==> src/hw/rtl/vsag_pkg.sv <==
`default_nettype none
// ---------------------------------------------------------------------------
// vsag_pkg
// Shared types and constants for the video scanner address generator.
// ---------------------------------------------------------------------------
package vsag_pkg;

  // Item actions.
  typedef enum logic [1:0] {
    ACT_TICK      = 2'd0,
    ACT_SWITCH    = 2'd1,
    ACT_POWER_OFF = 2'd2
  } action_t;

  // Fetch regions.
  localparam logic [1:0] REGION_TEXT  = 2'd0;
  localparam logic [1:0] REGION_ALIAS = 2'd1;
  localparam logic [1:0] REGION_HIRES = 2'd2;

  // Configuration register indexes.
  localparam logic CFG_FRAME_LINES = 1'b0;
  localparam logic CFG_ENHANCED    = 1'b1;

  // Mode bit positions.
  localparam int BIT_TEXT  = 0;
  localparam int BIT_MIXED = 1;
  localparam int BIT_PAGE2 = 2;
  localparam int BIT_HIRES = 3;

  localparam logic [8:0]  FRAME_LINES_RST = 9'd262;
  localparam logic [8:0]  VERT_RST        = 9'h100;
  localparam logic [6:0]  HORIZ_FIRST     = 7'h40;
  localparam logic [6:0]  HORIZ_LAST      = 7'h7f;
  localparam logic [6:0]  HORIZ_BLANK_END = 7'h58;
  localparam logic [8:0]  VERT_LAST       = 9'h1ff;
  localparam logic [3:0]  SWITCH_PAGE     = 4'b1010;
  localparam logic [8:0]  ROW_BIAS        = 9'h068;
  localparam logic [14:0] TEXT_BASE1      = 15'h0400;
  localparam logic [14:0] TEXT_BASE2      = 15'h0800;
  localparam logic [14:0] HIRES_BASE1     = 15'h2000;
  localparam logic [14:0] HIRES_BASE2     = 15'h4000;
  localparam logic [14:0] ALIAS_OFFSET    = 15'h1000;

  typedef struct packed {
    logic [14:0] addr;
    logic [1:0]  region;
  } fetch_t;

endpackage : vsag_pkg
`default_nettype wire

==> src/hw/rtl/vsag_if.sv <==
`default_nettype none
// ---------------------------------------------------------------------------
// vsag_in_if / vsag_out_if
// Valid/ready channels for scanner items and scanner results.
// ---------------------------------------------------------------------------
interface vsag_in_if;
  logic       valid;
  logic       ready;
  logic [1:0] action;
  logic [6:0] switch_address;

  modport source (output valid, action, switch_address, input ready);
  modport sink   (input valid, action, switch_address, output ready);
endinterface : vsag_in_if

interface vsag_out_if;
  logic        valid;
  logic        ready;
  logic [14:0] fetch_address;
  logic [1:0]  fetch_region;
  logic [6:0]  horiz_count;
  logic [8:0]  vert_count;
  logic [3:0]  mode_flags;

  modport source (output valid, fetch_address, fetch_region, horiz_count, vert_count,
                  mode_flags, input ready);
  modport sink   (input valid, fetch_address, fetch_region, horiz_count, vert_count,
                  mode_flags, output ready);
endinterface : vsag_out_if
`default_nettype wire

==> src/hw/rtl/vsag_fetch.sv <==
`default_nettype none
// ---------------------------------------------------------------------------
// vsag_fetch
// Maps scan counters and display mode to the video memory fetch address.
// ---------------------------------------------------------------------------
module vsag_fetch
  import vsag_pkg::*;
(
  input  wire logic [6:0] horiz,
  input  wire logic [8:0] vert,
  input  wire logic [3:0] mode,
  input  wire logic       enhanced,
  output fetch_t          fetch
);

  logic        mixed;
  logic        hires;
  logic [8:0]  v43;
  logic [8:0]  row_sum;
  logic [14:0] offset;
  logic [14:0] base;

  always_comb begin
    mixed = mode[BIT_MIXED] && (vert[7] && vert[5]);
    hires = mode[BIT_HIRES] && !(mode[BIT_TEXT] || mixed);
    v43   = {1'b0, vert[7:6], 6'd0};
    // Column and upper row bits share one small adder; only bits 6:3 survive.
    row_sum = ROW_BIAS + {3'd0, horiz[5:3], 3'd0} + ((v43 >> 3) | (v43 >> 1));
    offset  = {2'd0, 3'd0, vert[5:3], row_sum[6:3], horiz[2:0]};

    if (hires) begin
      offset[12:10] = vert[2:0];
      base          = mode[BIT_PAGE2] ? HIRES_BASE2 : HIRES_BASE1;
      fetch.region  = REGION_HIRES;
    end else begin
      base = mode[BIT_PAGE2] ? TEXT_BASE2 : TEXT_BASE1;
      if (!enhanced && (horiz < HORIZ_BLANK_END)) begin
        base         = base + ALIAS_OFFSET;
        fetch.region = REGION_ALIAS;
      end else begin
        fetch.region = REGION_TEXT;
      end
    end
    fetch.addr = offset + base;
  end

endmodule : vsag_fetch
`default_nettype wire

==> src/hw/rtl/video_scanner_address_generator.sv <==
`default_nettype none
// Latency: a result is valid in the cycle after its item is accepted.
// Throughput: one item per cycle unless the sink stalls; the counter and mode
// update plus the fetch address decode form a single register-to-register stage.
// The output register lets a new beat enter while the sink takes the last one.
// Reset (synchronous, rst_n low): mode off, counters at 0 and 0x100,
// frame_lines 262, enhanced model off, no result pending.
// ---------------------------------------------------------------------------
// video_scanner_address_generator
// Video scan counters, display soft switches and fetch address generation.
// ---------------------------------------------------------------------------
module video_scanner_address_generator
  import vsag_pkg::*;
(
  input  wire logic       clk,
  input  wire logic       rst_n,
  input  wire logic       cfg_we,
  input  wire logic       cfg_index,
  input  wire logic [8:0] cfg_wdata,
  vsag_in_if.sink         in_ch,
  vsag_out_if.source      out_ch
);

  logic [8:0]  frame_lines_r;
  logic        enhanced_r;
  logic [3:0]  mode_r, mode_nxt;
  logic [6:0]  horiz_r, horiz_nxt;
  logic [8:0]  vert_r, vert_nxt;
  logic        out_valid_r;
  fetch_t      fetch_r;
  fetch_t      fetch_nxt;
  logic        in_fire;

  assign in_ch.ready = !out_valid_r || out_ch.ready;
  assign in_fire     = in_ch.valid && in_ch.ready;

  always_comb begin
    mode_nxt  = mode_r;
    horiz_nxt = horiz_r;
    vert_nxt  = vert_r;
    case (in_ch.action)
      ACT_TICK: begin
        if (horiz_r == 7'd0) begin
          horiz_nxt = HORIZ_FIRST;
        end else if (horiz_r == HORIZ_LAST) begin
          horiz_nxt = 7'd0;
          // The reload is 512 minus frame_lines, which is the 9-bit negation.
          vert_nxt  = (vert_r == VERT_LAST) ? (9'd0 - frame_lines_r) : (vert_r + 9'd1);
        end else begin
          horiz_nxt = horiz_r + 7'd1;
        end
      end
      ACT_SWITCH: begin
        if (in_ch.switch_address[6:3] == SWITCH_PAGE) begin
          mode_nxt[in_ch.switch_address[2:1]] = in_ch.switch_address[0];
        end
      end
      ACT_POWER_OFF: begin
        mode_nxt = 4'd0;
      end
      default: begin
      end
    endcase
  end

  vsag_fetch u_fetch (
    .horiz    (horiz_nxt),
    .vert     (vert_nxt),
    .mode     (mode_nxt),
    .enhanced (enhanced_r),
    .fetch    (fetch_nxt)
  );

  always_ff @(posedge clk) begin
    if (!rst_n) begin
      frame_lines_r <= FRAME_LINES_RST;
      enhanced_r    <= 1'b0;
    end else if (cfg_we) begin
      unique case (cfg_index)
        CFG_FRAME_LINES: frame_lines_r <= cfg_wdata;
        CFG_ENHANCED:    enhanced_r    <= cfg_wdata[0];
        default: begin
        end
      endcase
    end
  end

  always_ff @(posedge clk) begin
    if (!rst_n) begin
      mode_r      <= 4'd0;
      horiz_r     <= 7'd0;
      vert_r      <= VERT_RST;
      out_valid_r <= 1'b0;
    end else begin
      if (in_fire) begin
        mode_r  <= mode_nxt;
        horiz_r <= horiz_nxt;
        vert_r  <= vert_nxt;
      end
      if (in_ch.ready) begin
        out_valid_r <= in_ch.valid;
      end
    end
  end

  always_ff @(posedge clk) begin
    if (in_fire) begin
      fetch_r <= fetch_nxt;
    end
  end

  assign out_ch.valid         = out_valid_r;
  assign out_ch.fetch_address = fetch_r.addr;
  assign out_ch.fetch_region  = fetch_r.region;
  assign out_ch.horiz_count   = horiz_r;
  assign out_ch.vert_count    = vert_r;
  assign out_ch.mode_flags    = mode_r;

  // An accepted beat always shows up as a pending result in the next cycle.
  a_accept_to_result: assert property (@(posedge clk) disable iff (!rst_n)
    in_fire |=> out_ch.valid)
    else $error("accepted beat produced no result");

  // The horizontal counter never lands in the unreachable 1 to 0x3f range.
  a_horiz_legal: assert property (@(posedge clk) disable iff (!rst_n)
    (horiz_r == 7'd0) || horiz_r[6])
    else $error("horizontal counter in unreachable range");

  // A hires fetch requires hires mode with text off.
  a_hires_mode: assert property (@(posedge clk) disable iff (!rst_n)
    (out_ch.valid && (out_ch.fetch_region == REGION_HIRES))
      |-> (mode_r[BIT_HIRES] && !mode_r[BIT_TEXT]))
    else $error("hires fetch without hires mode");

  // Results hold their counters until the sink takes them.
  a_counters_hold: assert property (@(posedge clk) disable iff (!rst_n)
    (out_ch.valid && !out_ch.ready) |=> ($stable(horiz_r) && $stable(vert_r)))
    else $error("scan counters moved while a result was stalled");

endmodule : video_scanner_address_generator
`default_nettype wire
==> src/flat_wrapper.sv <==
// flat-port wrapper written by rule: the top's interface ports become plain ports
module video_scanner_address_generator_flat import vsag_pkg::*;
  (clk, rst_n, cfg_we, cfg_index, cfg_wdata, in_ch_valid, in_ch_action, in_ch_switch_address, in_ch_ready, out_ch_valid, out_ch_fetch_address, out_ch_fetch_region, out_ch_horiz_count, out_ch_vert_count, out_ch_mode_flags, out_ch_ready);
  vsag_in_if in_ch_i ();
  vsag_out_if out_ch_i ();
  input  wire logic clk;
  input  wire logic rst_n;
  input  wire logic cfg_we;
  input  wire logic cfg_index;
  input  wire logic [8:0] cfg_wdata;
  input wire logic [$bits(in_ch_i.valid)-1:0] in_ch_valid;
  input wire logic [$bits(in_ch_i.action)-1:0] in_ch_action;
  input wire logic [$bits(in_ch_i.switch_address)-1:0] in_ch_switch_address;
  output wire logic [$bits(in_ch_i.ready)-1:0] in_ch_ready;
  output wire logic [$bits(out_ch_i.valid)-1:0] out_ch_valid;
  output wire logic [$bits(out_ch_i.fetch_address)-1:0] out_ch_fetch_address;
  output wire logic [$bits(out_ch_i.fetch_region)-1:0] out_ch_fetch_region;
  output wire logic [$bits(out_ch_i.horiz_count)-1:0] out_ch_horiz_count;
  output wire logic [$bits(out_ch_i.vert_count)-1:0] out_ch_vert_count;
  output wire logic [$bits(out_ch_i.mode_flags)-1:0] out_ch_mode_flags;
  input wire logic [$bits(out_ch_i.ready)-1:0] out_ch_ready;
  assign in_ch_i.valid = in_ch_valid;
  assign in_ch_i.action = in_ch_action;
  assign in_ch_i.switch_address = in_ch_switch_address;
  assign in_ch_ready = in_ch_i.ready;
  assign out_ch_valid = out_ch_i.valid;
  assign out_ch_fetch_address = out_ch_i.fetch_address;
  assign out_ch_fetch_region = out_ch_i.fetch_region;
  assign out_ch_horiz_count = out_ch_i.horiz_count;
  assign out_ch_vert_count = out_ch_i.vert_count;
  assign out_ch_mode_flags = out_ch_i.mode_flags;
  assign out_ch_i.ready = out_ch_ready;
  video_scanner_address_generator u_core (.clk(clk), .rst_n(rst_n), .cfg_we(cfg_we), .cfg_index(cfg_index), .cfg_wdata(cfg_wdata), .in_ch(in_ch_i), .out_ch(out_ch_i));
endmodule
==> config.mk <==
export PLATFORM = sky130hd
export DESIGN_NAME = video_scanner_address_generator_flat
export DESIGN_NICKNAME = d
export VERILOG_FILES = /design/src/hw/rtl/vsag_pkg.sv /design/src/hw/rtl/vsag_if.sv /design/src/hw/rtl/vsag_fetch.sv /design/src/hw/rtl/video_scanner_address_generator.sv /design/src/flat_wrapper.sv
export SDC_FILE = /design/constraint.sdc
export NUM_CORES = 1
export LEC_CHECK = 0
export BUFFER_PORTS_ARGS = -buffer_cell sky130_fd_sc_hd__clkbuf_2
export CORE_MARGIN = 4
export CORE_UTILIZATION = 54
export DETAILED_ROUTE_END_ITERATION = 16
export PLACE_DENSITY = 0.92
export RECOVER_POWER = 100
export SYNTH_ARGS = -nofsm -noshare
export SYNTH_HDL_FRONTEND = slang
export SYNTH_SLANG_ARGS = --single-unit
export TNS_END_PERCENT = 30
==> constraint.sdc <==
create_clock -name clk -period 4.6 [get_ports clk]
set_input_delay 0.92 -clock clk [delete_from_list [all_inputs] [get_ports clk]]
set_output_delay 0.92 -clock clk [all_outputs]
set_load 0.02 [all_outputs]
==> impl_metrics.sql <==
INSERT INTO impl_metrics (metric_group, metric, value, unit) VALUES
('floorplan', 'floorplan.die_area', '6330', 'sq um'),
('floorplan', 'boundaryPins', '63', ''),
('yosys', 'postSynthAreaPerCell', '8.75', 'sq um'),
('floorplan', 'die_x', '79.5', 'um'),
('setup_path', 'worstPathArrival', '4170', 'ps'),
('yosys', 'post_synth_inst_count', '316', ''),
('grt', 'grt_most_used_layer', 'met2', ''),
('yosys', 'synth_compound_gate_area_share', '17.6', '%'),
('power_and_ir_drop', 'power_density', '266', 'nW/um^2'),
('cts', 'cts_num_sinks', '48', ''),
('timing', 'slew_violations', '0', ''),
('yosys', 'post_synth_fa_ha_maj_area_fraction', '7.06', '%'),
('setup_path', 'regToRegSetupSlack', '470', 'ps'),
('yosys', 'synth_async_sr_flop_share', '0', '%'),
('cts', 'clock_latency', '300', 'ps'),
('timing', 'worst-slew-pin-transition', '1250', 'ps'),
('yosys', 'most_common_flop_cell_mapped_by_yosys', 'sky130_fd_sc_hd__dfxtp_1', ''),
('grt', 'largest_net_degree_at_the_start_of_global_routing', '28', ''),
('setup_path', 'crit_path_end', 'u_core.out_ch.fetch_address[14]$_DFFE_PP_', ''),
('cts', 'ctsRootBufferMaster', 'sky130_fd_sc_hd__clkbuf_8', ''),
('setup_path', 'timing.rr.end', 'u_core.out_ch.fetch_address[14]$_DFFE_PP_', ''),
('route', 'drt_drc_violations_left', '0', ''),
('cells_and_area', 'finalNetCount', '411', ''),
('power_and_ir_drop', 'total_leakage_power', '1.16', 'nW'),
('cts', 'postCtsSetupBuffers', '0', ''),
('hold_path', 'min_path_type', 'reg -> reg', ''),
('grt', 'grtUsageMet1', '24.3', '%'),
('route', 'final_antenna_net_count', '0', ''),
('cells_and_area', 'synthToLayoutAreaGrowth', '13.4', '%'),
('job', 'cap_viol_max_count', '0', ''),
('timing', 'fmaxAchievable', '242', 'MHz'),
('grt', 'gr-usage-all-layers', '20.7', '%'),
('placed_design', 'place_congestion', '0.858', ''),
('grt', 'initial_antenna_violation_count', '0', ''),
('timing', 'worst_slack', '472', 'ps'),
('route', 'num_vias', '2496', ''),
('cells_and_area', 'instances_no_fill', '440', ''),
('setup_path', 'reg2reg_depth', '14', ''),
('route', 'total_iterations_of_the_first_detailed_routing_run', '4', ''),
('yosys', 'synth_xor_xnor_area_share', '4.12', '%'),
('power_and_ir_drop', 'report.power.total', '0.834', 'mW'),
('timing', 'min_period', '4130', 'ps'),
('yosys', 'synth_cell_area', '2760', 'sq um'),
('route', 'drt-vias-per-instance', '5.67', ''),
('timing', 'finalSetupViolCount', '0', ''),
('power_and_ir_drop', 'max-vdd-ir-drop', '134', 'uV'),
('cells_and_area', 'drive_gt1_share', '9.65', '%'),
('timing', 'grt_setup_unrepaired', 'false', ''),
('floorplan', 'initial_utilization', '57.0', '%'),
('yosys', 'syn_warnings', '0', ''),
('setup_path', 'setup.worst_path.class', 'reg -> reg', ''),
('yosys', 'synthesis.nets', '355', ''),
('cts', 'clock_path_buffers', '2', ''),
('grt', 'wire_length_of_the_first_global_routing_pass', '10400', 'um'),
('floorplan', 'core_area', '4850', 'sq um'),
('route', 'drt_first_iter_violations', '168', ''),
('cells_and_area', 'fillers', '451', ''),
('setup_path', 'required', '4640', 'ps'),
('timing', 'final.period_utilization', '89.7', '%'),
('placed_design', 'pre_cts_slack', '476', 'ps'),
('cts', 'h-tree-depth', '2', ''),
('cts', 'cts_tree', 'built', ''),
('yosys', 'edff_count_synth', '17', ''),
('grt', 'gr-usage-met3', '5.42', '%'),
('placed_design', 'place_hpwl', '4830', 'um'),
('run_status', 'run_status', 'finished, final reports clean', ''),
('grt', 'vias_in_the_first_global_route', '2290', ''),
('placed_design', 'placedCellCount', '432', ''),
('route', 'detail_route.wl_per_cell', '14.4', 'um'),
('grt', 'met2_usage', '36.1', '%'),
('timing', 'timing.setup.tns', '0', 'ps');
[routing by layer]
| layer | vias to the layer above | wire length [um] |
|---|---|---|
| met2 | 103 | 3070 |
| met4 | 0 | 85 |
| li1 | 1239 | - |
| met5 | - | 0 |
| met3 | 10 | 579 |
| met1 | 1144 | 2600 |
[sequential cells by signal, indices dropped and copies added, names as in the netlist]
register,cells
u_core.out_ch.valid,1
u_core.frame_lines_r,9
u_core.enhanced_r,1
u_core.out_ch.horiz_count,7
u_core.out_ch.mode_flags,4
u_core.out_ch.fetch_address,15
u_core.out_ch.vert_count,9
u_core.out_ch.fetch_region,2
[kinds of logic after synthesis]
logic type	Yosys count
and+or+nand+nor	130
AOI/OAI and AO/OA	72
DFF	48
buffers and inverters	30
adders and majority gates	15
xor gates and xnor gates	13
muxes	8
[final cells by class]
| cell class | instances | area (sq um) | share of cell area (%) |
|---|---|---|---|
| Multi-Input combinational cell | 238 | 1500 | 47.9 |
| Sequential cell | 48 | 1130 | 36.1 |
| Tap cell | 67 | 83.8 | 2.68 |
| Clock buffer | 8 | 90.1 | 2.88 |
| Timing Repair Buffer | 64 | 270 | 8.63 |
| Inverter | 15 | 56.3 | 1.80 |
[worst max-delay path, stage by stage (launching register included)]
cell and delay [ps]:
sky130_fd_sc_hd__dfxtp_1 510, sky130_fd_sc_hd__and4_1 270, sky130_fd_sc_hd__and2_0 220, sky130_fd_sc_hd__and3_1 180
sky130_fd_sc_hd__ha_1 600, sky130_fd_sc_hd__a41oi_1 90, sky130_fd_sc_hd__o21ai_0 410, sky130_fd_sc_hd__a311oi_4 190
sky130_fd_sc_hd__a21oi_4 320, sky130_fd_sc_hd__nor2b_1 180, sky130_fd_sc_hd__ha_1 250, sky130_fd_sc_hd__a21oi_1 220
sky130_fd_sc_hd__inv_1 60, sky130_fd_sc_hd__a21oi_1 220, sky130_fd_sc_hd__a21boi_0 130
[where the power goes]
group / internal [mW] / switching [mW] / leakage (nW)
clock: 0.123 / 0.132 / 0.0455
sequential: 0.458 / 0.0133 / 0.413
combinational: 0.0376 / 0.0710 / 0.705
total: 0.618 / 0.216 / 1.16
[cells in the mapped netlist, types with 5 or more instances]
library cell                n  share of area, %
sky130_fd_sc_hd__nand2_1   46               6.2
sky130_fd_sc_hd__inv_1     14               1.9
sky130_fd_sc_hd__o21ai_0   15               2.7
sky130_fd_sc_hd__ha_1      14               6.3
sky130_fd_sc_hd__a21oi_1   19               3.4
sky130_fd_sc_hd__nor3_1     5              0.91
sky130_fd_sc_hd__clkbuf_1  10               1.4
sky130_fd_sc_hd__nor2_1    32               4.3
sky130_fd_sc_hd__mux2i_1    7               2.5
sky130_fd_sc_hd__a211oi_1  12               3.3
sky130_fd_sc_hd__xnor2_1    7               2.2
sky130_fd_sc_hd__edfxtp_1  17                18
sky130_fd_sc_hd__nand3_1   14               2.5
sky130_fd_sc_hd__xor2_1     6               1.9
sky130_fd_sc_hd__dfxtp_1   31                22
[cell usage in the layout, fill, tap and decap left out, types with 2 or more instances in the layout]
master	instances
sky130_fd_sc_hd__a21boi_0	2
sky130_fd_sc_hd__edfxtp_1	17
sky130_fd_sc_hd__a21oi_1	19
sky130_fd_sc_hd__nand4_1	2
sky130_fd_sc_hd__o21ai_0	16
sky130_fd_sc_hd__nand3_1	14
sky130_fd_sc_hd__ha_1	14
sky130_fd_sc_hd__dfxtp_1	31
sky130_fd_sc_hd__a22oi_1	3
sky130_fd_sc_hd__or4_1	4
sky130_fd_sc_hd__inv_1	15
sky130_fd_sc_hd__clkbuf_8	6
sky130_fd_sc_hd__o221a_2	2
sky130_fd_sc_hd__nand2_1	46
sky130_fd_sc_hd__a211oi_1	12
sky130_fd_sc_hd__a21o_1	2
sky130_fd_sc_hd__mux2i_1	7
sky130_fd_sc_hd__xnor2_1	7
sky130_fd_sc_hd__clkbuf_1	44
sky130_fd_sc_hd__a31oi_1	3
sky130_fd_sc_hd__nor2_1	32
sky130_fd_sc_hd__nor2b_1	4
sky130_fd_sc_hd__o211ai_1	3
sky130_fd_sc_hd__and2_0	3
sky130_fd_sc_hd__clkbuf_2	21
sky130_fd_sc_hd__xor2_1	6
sky130_fd_sc_hd__and3_1	3
sky130_fd_sc_hd__nor3_1	6
sky130_fd_sc_hd__or3_1	2
sky130_fd_sc_hd__nand2b_1	4
[worst min path at each step]
stage / end / start / cells after the start / slack, ps
6_report: u_core.frame_lines_r[7]$_SDFFE_PN0P_ / u_core.frame_lines_r[7]$_SDFFE_PN0P_ / 2 / 490
3_3_place_gp: u_core.frame_lines_r[7]$_SDFFE_PN0P_ / u_core.frame_lines_r[7]$_SDFFE_PN0P_ / 2 / 470
4_1_cts: u_core.frame_lines_r[7]$_SDFFE_PN0P_ / u_core.frame_lines_r[7]$_SDFFE_PN0P_ / 2 / 500
3_5_place_dp: u_core.frame_lines_r[7]$_SDFFE_PN0P_ / u_core.frame_lines_r[7]$_SDFFE_PN0P_ / 2 / 490
2_1_floorplan: u_core.enhanced_r$_SDFFE_PN0P_ / u_core.enhanced_r$_SDFFE_PN0P_ / 2 / 450
5_1_grt: u_core.frame_lines_r[8]$_SDFFE_PN1P_ / u_core.frame_lines_r[8]$_SDFFE_PN1P_ / 2 / 520
[stage by stage]
step | utilization, % | hold slack, ps | area, sq um
after floorplan | - | 450 | 2760
after global placement | 64.1 | 468 | 3110
after detailed placement | 64.1 | 485 | 3110
after CTS | 66.0 | 495 | 3200
after global routing | 64.6 | 520 | 3130
final | 64.6 | 491 | 3130
No activity file was read; power rests on OpenSTA's default activity.
